[src/rtl/wads_pkg.sv]
// ---------------------------------------------------------------------------
// wads_pkg
// Types, register codes and helpers of the waypoint arrive/dwell sequencer.
// ---------------------------------------------------------------------------
package wads_pkg;

  localparam logic [7:0]  STABLE_MAX = 8'hFF;
  localparam logic [19:0] DWELL_MAX  = 20'hFFFFF;

  typedef enum logic [2:0] {
    REG_XY_TOL     = 3'd0,
    REG_Z_TOL      = 3'd1,
    REG_XY_SPD     = 3'd2,
    REG_Z_SPD      = 3'd3,
    REG_STABLE_REQ = 3'd4,
    REG_DWELL_DUR  = 3'd5,
    REG_WP_COUNT   = 3'd6,
    REG_HOLD_ALT   = 3'd7
  } wads_reg_t;

  typedef struct packed {
    logic signed [15:0] pos_x;
    logic signed [15:0] pos_y;
    logic signed [15:0] pos_z;
    logic signed [15:0] vel_x;
    logic signed [15:0] vel_y;
    logic signed [15:0] vel_z;
    logic signed [15:0] target_x;
    logic signed [15:0] target_y;
    logic        [9:0]  tick_ms;
    logic               finish_early;
  } wads_item_t;

  typedef struct packed {
    logic               status;
    logic        [7:0]  waypoint_index;
    logic               in_dwell;
    logic               entered_cell;
    logic               left_cell;
    logic        [19:0] dwell_elapsed_ms;
    logic        [7:0]  stable_run;
    logic signed [15:0] setpoint_x;
    logic signed [15:0] setpoint_y;
  } wads_result_t;

  typedef struct packed {
    logic        [15:0] xy_tolerance;
    logic        [15:0] z_tolerance;
    logic        [15:0] xy_speed_limit;
    logic        [15:0] z_speed_limit;
    logic        [7:0]  stable_ticks_needed;
    logic        [19:0] dwell_duration_ms;
    logic        [7:0]  waypoint_count;
    logic signed [15:0] hold_altitude;
  } wads_cfg_t;

  // Classified tick handed from front to back.
  typedef struct packed {
    logic               good;
    logic        [9:0]  tick_ms;
    logic               finish_early;
    logic signed [15:0] target_x;
    logic signed [15:0] target_y;
  } wads_cls_t;

  // |a - b| of two signed 16-bit values; always fits in 16 bits unsigned.
  function automatic logic [15:0] abs_diff(input logic [15:0] a, input logic [15:0] b);
    logic [16:0] d;
    logic [16:0] n;
    d = {a[15], a} - {b[15], b};
    n = 17'd0 - d;
    return d[16] ? n[15:0] : d[15:0];
  endfunction

endpackage

[src/rtl/wads_fifo.sv]
// ---------------------------------------------------------------------------
// wads_fifo
// Small register FIFO with show-ahead read.
// ---------------------------------------------------------------------------
module wads_fifo #(
  parameter int unsigned W     = 8,
  parameter int unsigned DEPTH = 4
) (
  input  logic         clk,
  input  logic         rst,
  input  logic         push,
  input  logic [W-1:0] wdata,
  output logic         full,
  input  logic         pop,
  output logic [W-1:0] rdata,
  output logic         empty
);

  localparam int unsigned AW = (DEPTH > 1) ? $clog2(DEPTH) : 1;
  localparam int unsigned CW = $clog2(DEPTH + 1);
  localparam logic [AW-1:0] LAST = AW'(DEPTH - 1);
  localparam logic [CW-1:0] FULL_CNT = CW'(DEPTH);

  logic [W-1:0]  mem [DEPTH];
  logic [AW-1:0] wr_ptr;
  logic [AW-1:0] rd_ptr;
  logic [CW-1:0] count;
  logic          do_push;
  logic          do_pop;

  assign full    = (count == FULL_CNT);
  assign empty   = (count == '0);
  assign do_push = push && !full;
  assign do_pop  = pop && !empty;
  assign rdata   = mem[rd_ptr];

  always_ff @(posedge clk) begin
    if (do_push) begin
      mem[wr_ptr] <= wdata;
    end
  end

  always_ff @(posedge clk) begin
    if (rst) begin
      wr_ptr <= '0;
      rd_ptr <= '0;
      count  <= '0;
    end else begin
      if (do_push) begin
        wr_ptr <= (wr_ptr == LAST) ? '0 : wr_ptr + 1'b1;
      end
      if (do_pop) begin
        rd_ptr <= (rd_ptr == LAST) ? '0 : rd_ptr + 1'b1;
      end
      if (do_push && !do_pop) begin
        count <= count + 1'b1;
      end else if (do_pop && !do_push) begin
        count <= count - 1'b1;
      end
    end
  end

endmodule

[src/rtl/wads_front.sv]
// ---------------------------------------------------------------------------
// wads_front
// Accepts ticks and classifies them: squares in one stage, sums and
// tolerance compares in the next, then pushes into the mid queue.
// ---------------------------------------------------------------------------
module wads_front (
  input  logic                  clk,
  input  logic                  rst,
  input  logic                  push,
  output logic                  full,
  input  wads_pkg::wads_item_t  item,
  input  wads_pkg::wads_cfg_t   cfg,
  output logic                  mid_push,
  output wads_pkg::wads_cls_t   mid_data,
  input  logic                  mid_full
);
  import wads_pkg::*;

  logic        s1_vld;
  logic [31:0] sq_dx;
  logic [31:0] sq_dy;
  logic [31:0] sq_vx;
  logic [31:0] sq_vy;
  logic [31:0] tol_sq;
  logic [31:0] spd_sq;
  logic        z_ok;
  logic        vz_ok;
  logic [9:0]  tick_ms;
  logic        finish_early;
  logic [15:0] target_x;
  logic [15:0] target_y;

  logic        load;
  logic [15:0] dx_mag;
  logic [15:0] dy_mag;
  logic [15:0] dz_mag;
  logic [15:0] vx_mag;
  logic [15:0] vy_mag;
  logic [15:0] vz_mag;
  logic [32:0] xy_sum;
  logic [32:0] v_sum;
  logic        xy_ok;
  logic        vxy_ok;

  // Stage 1 stalls only when it is holding an item the queue cannot take.
  assign full     = s1_vld && mid_full;
  assign load     = push && !full;
  assign mid_push = s1_vld && !mid_full;

  assign dx_mag = abs_diff(item.pos_x, item.target_x);
  assign dy_mag = abs_diff(item.pos_y, item.target_y);
  assign dz_mag = abs_diff(item.pos_z, cfg.hold_altitude);
  assign vx_mag = abs_diff(item.vel_x, 16'd0);
  assign vy_mag = abs_diff(item.vel_y, 16'd0);
  assign vz_mag = abs_diff(item.vel_z, 16'd0);

  always_ff @(posedge clk) begin
    if (rst) begin
      s1_vld <= 1'b0;
    end else if (load) begin
      s1_vld <= 1'b1;
    end else if (mid_push) begin
      s1_vld <= 1'b0;
    end
  end

  always_ff @(posedge clk) begin
    if (load) begin
      sq_dx        <= 32'(dx_mag) * 32'(dx_mag);
      sq_dy        <= 32'(dy_mag) * 32'(dy_mag);
      sq_vx        <= 32'(vx_mag) * 32'(vx_mag);
      sq_vy        <= 32'(vy_mag) * 32'(vy_mag);
      tol_sq       <= 32'(cfg.xy_tolerance) * 32'(cfg.xy_tolerance);
      spd_sq       <= 32'(cfg.xy_speed_limit) * 32'(cfg.xy_speed_limit);
      z_ok         <= (dz_mag <= cfg.z_tolerance);
      vz_ok        <= (vz_mag < cfg.z_speed_limit);
      tick_ms      <= item.tick_ms;
      finish_early <= item.finish_early;
      target_x     <= item.target_x;
      target_y     <= item.target_y;
    end
  end

  assign xy_sum = {1'b0, sq_dx} + {1'b0, sq_dy};
  assign v_sum  = {1'b0, sq_vx} + {1'b0, sq_vy};
  assign xy_ok  = (xy_sum <= {1'b0, tol_sq});
  assign vxy_ok = (v_sum < {1'b0, spd_sq});

  always_comb begin
    mid_data.good         = xy_ok && z_ok && vxy_ok && vz_ok;
    mid_data.tick_ms      = tick_ms;
    mid_data.finish_early = finish_early;
    mid_data.target_x     = target_x;
    mid_data.target_y     = target_y;
  end

endmodule

[src/rtl/wads_back.sv]
// ---------------------------------------------------------------------------
// wads_back
// Goto/dwell sequencer state; takes classified ticks and emits one result
// per tick into the output queue.
// ---------------------------------------------------------------------------
module wads_back #(
  parameter int unsigned MAX_WAYPOINTS = 255
) (
  input  logic                   clk,
  input  logic                   rst,
  input  wads_pkg::wads_cfg_t    cfg,
  input  logic                   mid_empty,
  input  wads_pkg::wads_cls_t    mid_data,
  output logic                   mid_pop,
  input  logic                   out_full,
  output logic                   out_push,
  output wads_pkg::wads_result_t out_data
);
  import wads_pkg::*;

  localparam logic [7:0] WP_CAP = (MAX_WAYPOINTS > 255) ? 8'd255 : 8'(MAX_WAYPOINTS);

  logic        dwelling;
  logic [7:0]  stable_counter;
  logic [19:0] dwell_accum;
  logic [7:0]  current_waypoint;

  logic        dwelling_next;
  logic [7:0]  stable_counter_next;
  logic [19:0] dwell_accum_next;
  logic [7:0]  current_waypoint_next;

  logic        fire;
  logic [7:0]  eff_count;
  logic        finished;
  logic [20:0] acc_sum;
  logic [19:0] acc_sat;
  logic [7:0]  cnt_upd;

  assign fire     = !mid_empty && !out_full;
  assign mid_pop  = fire;
  assign out_push = fire;

  assign eff_count = (cfg.waypoint_count > WP_CAP) ? WP_CAP : cfg.waypoint_count;
  assign finished  = (eff_count == 8'd0) || mid_data.finish_early ||
                     (current_waypoint >= eff_count);
  assign acc_sum   = {1'b0, dwell_accum} + 21'(mid_data.tick_ms);
  assign acc_sat   = acc_sum[20] ? DWELL_MAX : acc_sum[19:0];

  always_comb begin
    dwelling_next         = dwelling;
    stable_counter_next   = stable_counter;
    dwell_accum_next      = dwell_accum;
    current_waypoint_next = current_waypoint;
    cnt_upd               = 8'd0;
    out_data              = '0;

    if (finished) begin
      // Report only; the stored state is left alone.
      out_data.status = 1'b1;
    end else if (dwelling) begin
      dwell_accum_next = acc_sat;
      if (acc_sat >= cfg.dwell_duration_ms) begin
        dwelling_next         = 1'b0;
        dwell_accum_next      = 20'd0;
        stable_counter_next   = 8'd0;
        current_waypoint_next = current_waypoint + 8'd1;
        out_data.left_cell    = 1'b1;
      end
    end else begin
      if (mid_data.good) begin
        cnt_upd = (stable_counter == STABLE_MAX) ? STABLE_MAX : stable_counter + 8'd1;
      end
      stable_counter_next = cnt_upd;
      // A zero requirement enters dwell even on a missed tick.
      if (cnt_upd >= cfg.stable_ticks_needed) begin
        stable_counter_next   = 8'd0;
        dwelling_next         = 1'b1;
        dwell_accum_next      = 20'd0;
        out_data.entered_cell = 1'b1;
      end
    end

    out_data.waypoint_index   = current_waypoint_next;
    out_data.in_dwell         = dwelling_next;
    out_data.dwell_elapsed_ms = dwell_accum_next;
    out_data.stable_run       = stable_counter_next;
    if (!finished) begin
      out_data.setpoint_x = mid_data.target_x;
      out_data.setpoint_y = mid_data.target_y;
    end
  end

  always_ff @(posedge clk) begin
    if (rst) begin
      dwelling         <= 1'b0;
      stable_counter   <= 8'd0;
      dwell_accum      <= 20'd0;
      current_waypoint <= 8'd0;
    end else if (fire) begin
      dwelling         <= dwelling_next;
      stable_counter   <= stable_counter_next;
      dwell_accum      <= dwell_accum_next;
      current_waypoint <= current_waypoint_next;
    end
  end

endmodule

[src/rtl/waypoint_arrive_dwell_sequencer_core.sv]
// ---------------------------------------------------------------------------
// waypoint_arrive_dwell_sequencer_core
// Arrive-and-dwell waypoint sequencer with APB register port.
// ---------------------------------------------------------------------------
// Usage:
//   Tick items enter on push/full and are taken when push is high and full
//   is low. One result per tick leaves on empty/pop, oldest first; the head
//   result sits on the result port while empty is low.
//   Path: a taken tick passes the square stage, the compare stage into the
//   mid queue and the sequencer step into the output queue, each registered.
//   Throughput: one tick per cycle while the receiver pops, set by the
//   sequencer step on the mid queue head.
//   Receiver stall: results collect in the output queue, then the mid
//   queue fills, then full rises; nothing is dropped and ticks resume one
//   per cycle once pop returns.
//   Reset: both queues empty, sequencer state cleared to waypoint 0 in
//   goto, registers back to their defaults. No clearing pass.
//   Registers sit at byte address 4*i; write them only while no ticks are
//   in flight.
// ---------------------------------------------------------------------------
module waypoint_arrive_dwell_sequencer_core #(
  parameter int unsigned MAX_WAYPOINTS = 255,
  parameter int unsigned MID_DEPTH     = 4,
  parameter int unsigned OUT_DEPTH     = 2
) (
  input  logic                   clk,
  input  logic                   rst,
  input  logic                   push,
  output logic                   full,
  input  wads_pkg::wads_item_t   item,
  output logic                   empty,
  input  logic                   pop,
  output wads_pkg::wads_result_t result,
  input  logic                   psel,
  input  logic                   penable,
  input  logic                   pwrite,
  input  logic [4:0]             paddr,
  input  logic [31:0]            pwdata,
  output logic [31:0]            prdata,
  output logic                   pready
);
  import wads_pkg::*;

  wads_cfg_t    cfg;
  wads_reg_t    reg_sel;
  logic         cfg_wr;
  logic         mid_push;
  logic         mid_full;
  logic         mid_pop;
  logic         mid_empty;
  wads_cls_t    mid_wdata;
  wads_cls_t    mid_rdata;
  logic         out_push;
  logic         out_full;
  wads_result_t out_wdata;

  assign pready  = 1'b1;
  assign reg_sel = wads_reg_t'(paddr[4:2]);
  assign cfg_wr  = psel && penable && pwrite && pready;

  always_ff @(posedge clk) begin
    if (rst) begin
      cfg.xy_tolerance        <= 16'd300;
      cfg.z_tolerance         <= 16'd200;
      cfg.xy_speed_limit      <= 16'd150;
      cfg.z_speed_limit       <= 16'd100;
      cfg.stable_ticks_needed <= 8'd10;
      cfg.dwell_duration_ms   <= 20'd2000;
      cfg.waypoint_count      <= 8'd0;
      cfg.hold_altitude       <= 16'sd0;
    end else if (cfg_wr) begin
      unique case (reg_sel)
        REG_XY_TOL:     cfg.xy_tolerance        <= pwdata[15:0];
        REG_Z_TOL:      cfg.z_tolerance         <= pwdata[15:0];
        REG_XY_SPD:     cfg.xy_speed_limit      <= pwdata[15:0];
        REG_Z_SPD:      cfg.z_speed_limit       <= pwdata[15:0];
        REG_STABLE_REQ: cfg.stable_ticks_needed <= pwdata[7:0];
        REG_DWELL_DUR:  cfg.dwell_duration_ms   <= pwdata[19:0];
        REG_WP_COUNT:   cfg.waypoint_count      <= pwdata[7:0];
        REG_HOLD_ALT:   cfg.hold_altitude       <= pwdata[15:0];
      endcase
    end
  end

  always_comb begin
    unique case (reg_sel)
      REG_XY_TOL:     prdata = {16'd0, cfg.xy_tolerance};
      REG_Z_TOL:      prdata = {16'd0, cfg.z_tolerance};
      REG_XY_SPD:     prdata = {16'd0, cfg.xy_speed_limit};
      REG_Z_SPD:      prdata = {16'd0, cfg.z_speed_limit};
      REG_STABLE_REQ: prdata = {24'd0, cfg.stable_ticks_needed};
      REG_DWELL_DUR:  prdata = {12'd0, cfg.dwell_duration_ms};
      REG_WP_COUNT:   prdata = {24'd0, cfg.waypoint_count};
      REG_HOLD_ALT:   prdata = {16'd0, cfg.hold_altitude};
    endcase
  end

  wads_front u_front (
    .clk      (clk),
    .rst      (rst),
    .push     (push),
    .full     (full),
    .item     (item),
    .cfg      (cfg),
    .mid_push (mid_push),
    .mid_data (mid_wdata),
    .mid_full (mid_full)
  );

  wads_fifo #(
    .W     ($bits(wads_cls_t)),
    .DEPTH (MID_DEPTH)
  ) u_mid_q (
    .clk   (clk),
    .rst   (rst),
    .push  (mid_push),
    .wdata (mid_wdata),
    .full  (mid_full),
    .pop   (mid_pop),
    .rdata (mid_rdata),
    .empty (mid_empty)
  );

  wads_back #(
    .MAX_WAYPOINTS (MAX_WAYPOINTS)
  ) u_back (
    .clk       (clk),
    .rst       (rst),
    .cfg       (cfg),
    .mid_empty (mid_empty),
    .mid_data  (mid_rdata),
    .mid_pop   (mid_pop),
    .out_full  (out_full),
    .out_push  (out_push),
    .out_data  (out_wdata)
  );

  wads_fifo #(
    .W     ($bits(wads_result_t)),
    .DEPTH (OUT_DEPTH)
  ) u_out_q (
    .clk   (clk),
    .rst   (rst),
    .push  (out_push),
    .wdata (out_wdata),
    .full  (out_full),
    .pop   (pop),
    .rdata (result),
    .empty (empty)
  );

endmodule

[config.mk]
export PLATFORM = sky130hd
export DESIGN_NAME = waypoint_arrive_dwell_sequencer_core
export DESIGN_NICKNAME = d
export VERILOG_FILES = /design/src/rtl/wads_pkg.sv /design/src/rtl/wads_fifo.sv /design/src/rtl/wads_front.sv /design/src/rtl/wads_back.sv /design/src/rtl/waypoint_arrive_dwell_sequencer_core.sv
export SDC_FILE = /design/constraint.sdc
export NUM_CORES = 2
export LEC_CHECK = 0
export ABC_AREA = 1
export BUFFER_PORTS_ARGS = -buffer_cell sky130_fd_sc_hd__buf_4
export CAP_MARGIN = 15
export CORE_MARGIN = 1.5
export CORE_UTILIZATION = 28
export DETAILED_ROUTE_END_ITERATION = 6
export PLACE_DENSITY = 0.54
export SYNTH_ARGS = -nofsm -noshare
export SYNTH_HDL_FRONTEND = slang
export SYNTH_SLANG_ARGS = --single-unit
[constraint.sdc]
create_clock -name clk -period 8.1 [get_ports clk]
set_input_delay 1.62 -clock clk [delete_from_list [all_inputs] [get_ports clk]]
set_output_delay 1.62 -clock clk [all_outputs]
set_load 0.02 [all_outputs]
[After elaboration in Yosys (flattened, before gate mapping)]
Memories as Yosys holds them, arrays and structs flattened. A register that Yosys moved wholly into a read port is not among the register bits.
Cells that the tools add are included.
Storage, ports and cells
  memory bits (writable): 320
  register bits: 402
  logic and storage cells: 176
  memories kept: 2
Cells by class
  $add $sub $neg: 22
  order comparisons: 8
  reductions and logical operators: 43
  equal/unequal tests: 12
  mux-type cells: 52
  multipliers: 6
Memory list
  u_mid_q.mem: depth 4, width 44, read ports 1, clocked after Yosys merged registers in 1, wr ports 1, RTL line wads_fifo.sv:24  | logic [W-1:0] mem [DEPTH];
  u_out_q.mem: depth 2, width 72, read ports 1, clocked after Yosys merged registers in 1, wr ports 1, RTL line wads_fifo.sv:24
Operators with widths (number)
  32-bit one-hot mux with 8 select lines: 1
  16-bit by 16-bit multiplier with 32-bit output: 6
  20-bit two-way mux: 5
  16-bit two-way mux: 6
  8-bit two-way mux: 12
  1-bit by 16-bit subtractor with 16-bit output, first input constant: 6
  32-bit by 32-bit adder with 33-bit output: 2
  16-bit by 16-bit subtractor with 17-bit output: 3
  33-bit by 32-bit less-or-equal comparator with 1-bit output: 1
  33-bit by 32-bit less-than comparator with 1-bit output: 1
  32-bit two-way mux: 1
  20-bit by 10-bit adder with 21-bit output: 1
  20-bit >= comparator: 1
  1-bit two-way mux: 18
  1-bit logical AND: 17
  8-bit by 1-bit adder with 8-bit output, second input constant: 2
  8-bit >= comparator: 2
  16-bit less-or-equal comparator: 1
  16-bit less-than comparator: 1
  2-bit AND reduction: 8
  3-bit == test, second input constant: 5
  2-bit two-way mux: 7
  1-bit zero test: 9
  8-bit == test, second input constant: 1
  15 further kinds: 26

[Logic depth before layout (Yosys ltp)]
  word-level depth: 10
  depth in mapped cells: 43
  mapped depth without buffers: 43

[Cells and area by module]
A second synthesis with hierarchy kept.
Second synthesis, totals
  cell total of the unflattened synthesis: 9681
  area total of the unflattened synthesis: 83531.4 µm²
By module, submodules not included
  wads_front: sequential area each 6956.7 µm², area each 60357.9 µm², cells an instance 7293, times used 1
  wads_fifo at u_mid_q: sequential area each 5465.2 µm², area each 7109.3 µm², cells an instance 496, times used 1
  wads_fifo at u_out_q: sequential area each 4424.2 µm², area each 5795.6 µm², cells an instance 261, times used 1
  waypoint_arrive_dwell_sequencer_core: sequential area each 2322.2 µm², area each 5318.9 µm², cells an instance 777, times used 1
  wads_back: sequential area each 740.7 µm², area each 4949.7 µm², cells an instance 854, times used 1

[Worst setup path after synthesis]
Ideal clock, no wire load.
  path type: input to register
  from: input port item[75] (netlist name)
  to: register u_front.sq_vx[26] (data pin)
  data required time: 7.835 ns
  slack: -0.483 ns
  arrival time: 8.318 ns
  path buffers: 2
  setup time: 0.265 ns
  stages: 34
  path through: clkinv_1 -> clkbuf_1 -> ha_1 -> inv_1 -> nor4_1 -> nand3_1 -> nor3_1 -> nor2_1 -> xor2_1 -> inv_1 -> buf_2 -> nor2_1 -> fa_1 -> inv_1 -> fa_1 -> inv_1 -> fa_1 -> inv_1 -> fa_1 -> inv_1 -> fa_1 -> inv_1 -> fa_1 -> inv_1 -> ha_1 -> a21oi_1 -> o21ai_0 -> a21oi_1 -> o21bai_1 -> nand3_1 -> nand2_1 -> a21oi_1 -> o21ai_0 -> xor2_1
Between the ends
  longest elaborated chain between the ends: 3
RTL lines
  from (decl): RTL line waypoint_arrive_dwell_sequencer_core.sv:30  | input wads_pkg::wads_item_t item,
  1-bit by 16-bit subtractor with 16-bit output: RTL line wads_pkg.sv:71  | n = 17'd0 - d;
  16-bit two-way mux *: RTL line wads_pkg.sv:72  | return d[16] ? n[15:0] : d[15:0];
  16-bit by 16-bit multiplier with 32-bit output *: RTL line wads_front.sv:71  | sq_vx <= 32'(vx_mag) * 32'(vx_mag);
  to (signal assigned): RTL line wads_front.sv:71
  to (decl): RTL line wads_front.sv:22  | logic [31:0] sq_vx;
Every way passes the cells marked *; elsewhere a longest branch is shown, timed or not.
A chain may end at the register's enable or synchronous reset.

[Final worst setup path]
  from: input port item[107] (netlist name)
  to: register u_front.sq_dy[28] (data pin)
Between the ends
  longest elaborated chain between the ends: 4
RTL lines
  16-bit by 16-bit subtractor with 17-bit output *: RTL line wads_pkg.sv:70  | d = {a[15], a} - {b[15], b};
  1-bit by 16-bit subtractor with 16-bit output: RTL line wads_pkg.sv:71
  16-bit two-way mux *: RTL line wads_pkg.sv:72
  16-bit by 16-bit multiplier with 32-bit output *: RTL line wads_front.sv:70  | sq_dy <= 32'(dy_mag) * 32'(dy_mag);
  to (signal assigned): RTL line wads_front.sv:70
  to (decl): RTL line wads_front.sv:21  | logic [31:0] sq_dy;
Marks and branches as above.

==> results.md <==
- Netlist cell types: 67
- Count of flip-flops with a built-in enable after synthesis: 551
- Tcrit/Tclk final: 99.3%
- Kind of critical path: input pin to flop
- Vias in the first global route: 63140
- Die area: 292000 um2
- Simple-gate area share of the yosys netlist: 12.5%
- Final worst clock skew: 89.4 ps
- Buf+Inv Stages, Crit Path: 11
- Final setup vio count: 0
- Final net count: 12329
- Maxcap violations: 0
- Core Region: 288000 um2
- DR vias: 62019
- Commonest non-fill, non-tap cell in the layout: inv_1
- Worst slew pin tran: 1150 ps
- CTS sink cnt: 719
- First-pass GRT wire length: 348000 um
- Cells after DPL: 13987
- CTS clock-pin slew for the worst setup and hold paths: 60 ps
- Synth Area in Adders: 37.4%
- TritonCTS clock tree: done
- Largest stage delay on the critical path: 500 ps
- Share of cells above drive strength 1: 17.1%
- Grt ovf: 0
- CTS max path bufs: 3
- Die Height: 541 um
- RSZ-0062 raised after global routing: true
- H-tree depth: 3
- Routed length per instance: 15.3 um
- Post-Route WL: 217000 um
- Crit path max fanout: 6
- Main synth FF type: edfxtp_1
- Final ANT Viol Nets: 0
- DR iter-0 viols: 3148
- Antenna violations before repair: 13
- Placer Congestion: 0.890
- Slew Viols, Final: 0
- Synth Cell Area: 80900 um2
- Initial Util: 28.1%
- Root Buffer: clkbuf_16
- Largest family of logic cells by synthesized area: adder cells
- Vias per std cell: 4.38
- Final HPWL DP: 178000 um
- Commonest cells after routing, fill and taps aside: inv_1, nand2_1, buf_4
- Die Wd: 541 um
- Most used cell, CP: fa_1
- Row count: 197
- Final min period: 8040 ps
- Slew HR: 23.1%
- Syn_area_per_cell: 8.74 um2
- Number of remaining DRC errors: 0
- Arr. time, crit path: 8500 ps
- Compound-Gate Fraction of Synth Area: 8.87%
- Family with the most delay on the worst path: adder cells
- Gr usage total: 14.9%
- Pin count of the biggest net entering global routing: 125
- Run status: completed
- TritonRoute pass-1 iters: 7
- # port buffers: 262
- Ys Warns: 0
- Fmax: 0.124 GHz
- Worst Setup Start Kind: input pin
- Area Growth Syn to Fin: 21.4%
- Seq cells post-synth: 719
- Final Hold Viols: 0
- Xor-xnor portion of the synthesized cell area: 3.63%
- Hold WC Path Type: flop to flop
- Multiplexer share of the synthesized area: 1.01%
- I/O pin count: 290
- Inserted Clock Buffers: 82
- Final Util: 34.1%
- Later-pin clock latency in the skew report: 730 ps
- Post-synthesis sequential area ratio: 24.6%
- CP required: 8560 ps
- CP Capture Type: flop
- Mapped Cells: 9256
- Post-route insts no fill: 14159
- Async set-or-reset flop fraction in the synthesized netlist: 0%
- Highest-delay cell along the critical path: fa_1
- Post-Route Setup TNS: 0 ps
-- Yosys cell counts, drive strengths merged (168+ instances only) --
library cell,number,area (um2)
a21oi,588,2950
nor2,722,2740
inv,2296,8620
clkbuf,170,638
nand3,214,1080
o21ai,402,2020
xor2,225,2010
dfxtp,168,3360
nand2,1364,5160
ha,842,10500
fa,986,19700
edfxtp,551,16500
-- metal layers --
layer,up-vias,global-route usage (%),routed length (um)
met1,29751,20.9,105000
met3,190,1.61,8440
met5,-,0,74
li1,31079,-,-
met4,12,2.86,3590
met2,987,24.8,100000
-- registers in the layout, summed over array words and instances, names as in the netlist, 2 cells and up, named ones only --
register,count
cfg,116
u_back.current_waypoint,8
u_back.dwell_accum,20
u_back.stable_counter,8
u_front.spd_sq,31
u_front.sq_dx,31
u_front.sq_dy,31
u_front.sq_vx,31
u_front.sq_vy,31
u_front.target_x,16
u_front.target_y,16
u_front.tick_ms,10
u_front.tol_sq,31
u_mid_q.count,3
u_mid_q.mem,176
u_mid_q.rd_ptr,2
u_mid_q.wr_ptr,2
u_out_q.count,2
u_out_q.mem,144
-- worst register-to-register path, cell delays in order, from the launching register on --
cell      delay (ps)
dfxtp_1          840
inv_1            220
fa_1             580
inv_1             60
fa_1             500
inv_1             50
fa_1             530
inv_1             50
fa_1             480
inv_1             60
fa_1             460
fa_1             510
inv_1             50
ha_1             370
a21oi_1          210
o21ai_0          110
a21oi_1          120
o21ai_0          160
a21oi_1          290
o21bai_1         150
a21boi_0         370
o21ai_0          160
xor2_1           180
-- cells by family (layout without fill, tap and decap cells) --
kind of cell	count (synthesis)	count (layout)
muxes	73	73
other	2	40
adders and majority gates	1828	1828
buffers and inverters	2531	3615
DFF	719	719
xor gates and xnor gates	328	328
and+or+nand+nor	2498	2498
AOI/OAI and AO/OA	1277	1277
-- worst paths after layout --
kind,slack (ps),start,endpoint,cells after the start
min reg2reg,470,u_front.tick_ms[8]$_DFFE_PP_,u_mid_q.mem[3][41]$_DFFE_PP_,0
max reg2reg,1360,cfg[75]$_SDFFE_PP1P_,u_front.spd_sq[31]$_DFFE_PP_,22
min,470,u_front.tick_ms[8]$_DFFE_PP_,u_mid_q.mem[3][41]$_DFFE_PP_,0
max,60,item[107],u_front.sq_dy[28]$_DFFE_PP_,37
-- what timing repair did --
item	CTS	global route
gates cloned	0	0
buffers inserted	0	27
hold buffers	0	0
pin swaps	0	76
endpoints found under the setup margin	11	55
gates resized for setup	2	332
-- final cells by class --
cell class / count / area (um2)
Sequential cell: 719 / 19900
Multi-Input combinational cell: 6041 / 53200
Tap cell: 3781 / 4730
Antenna cell: 3 / 7.51
Inverter: 2305 / 8730
Clock inverter: 38 / 487
Clock buffer: 103 / 2170
Timing Repair Buffer: 1169 / 8980
Fill cell: 29823 / 189000
-- per-stage QoR --
stage	worst slack, ps	cell area [um2]	hold slack [ps]
after floorplan	-17.5	81600	406
after global placement	-847	94100	457
after detailed placement	-853	94100	463
after CTS	22.6	96700	460
after global routing	-219	98200	477
final	56.6	98200	470
Power is left out: the tool's default activity adds up to more than one toggle a clock period on the data nets, which glitch-free logic cannot reach.
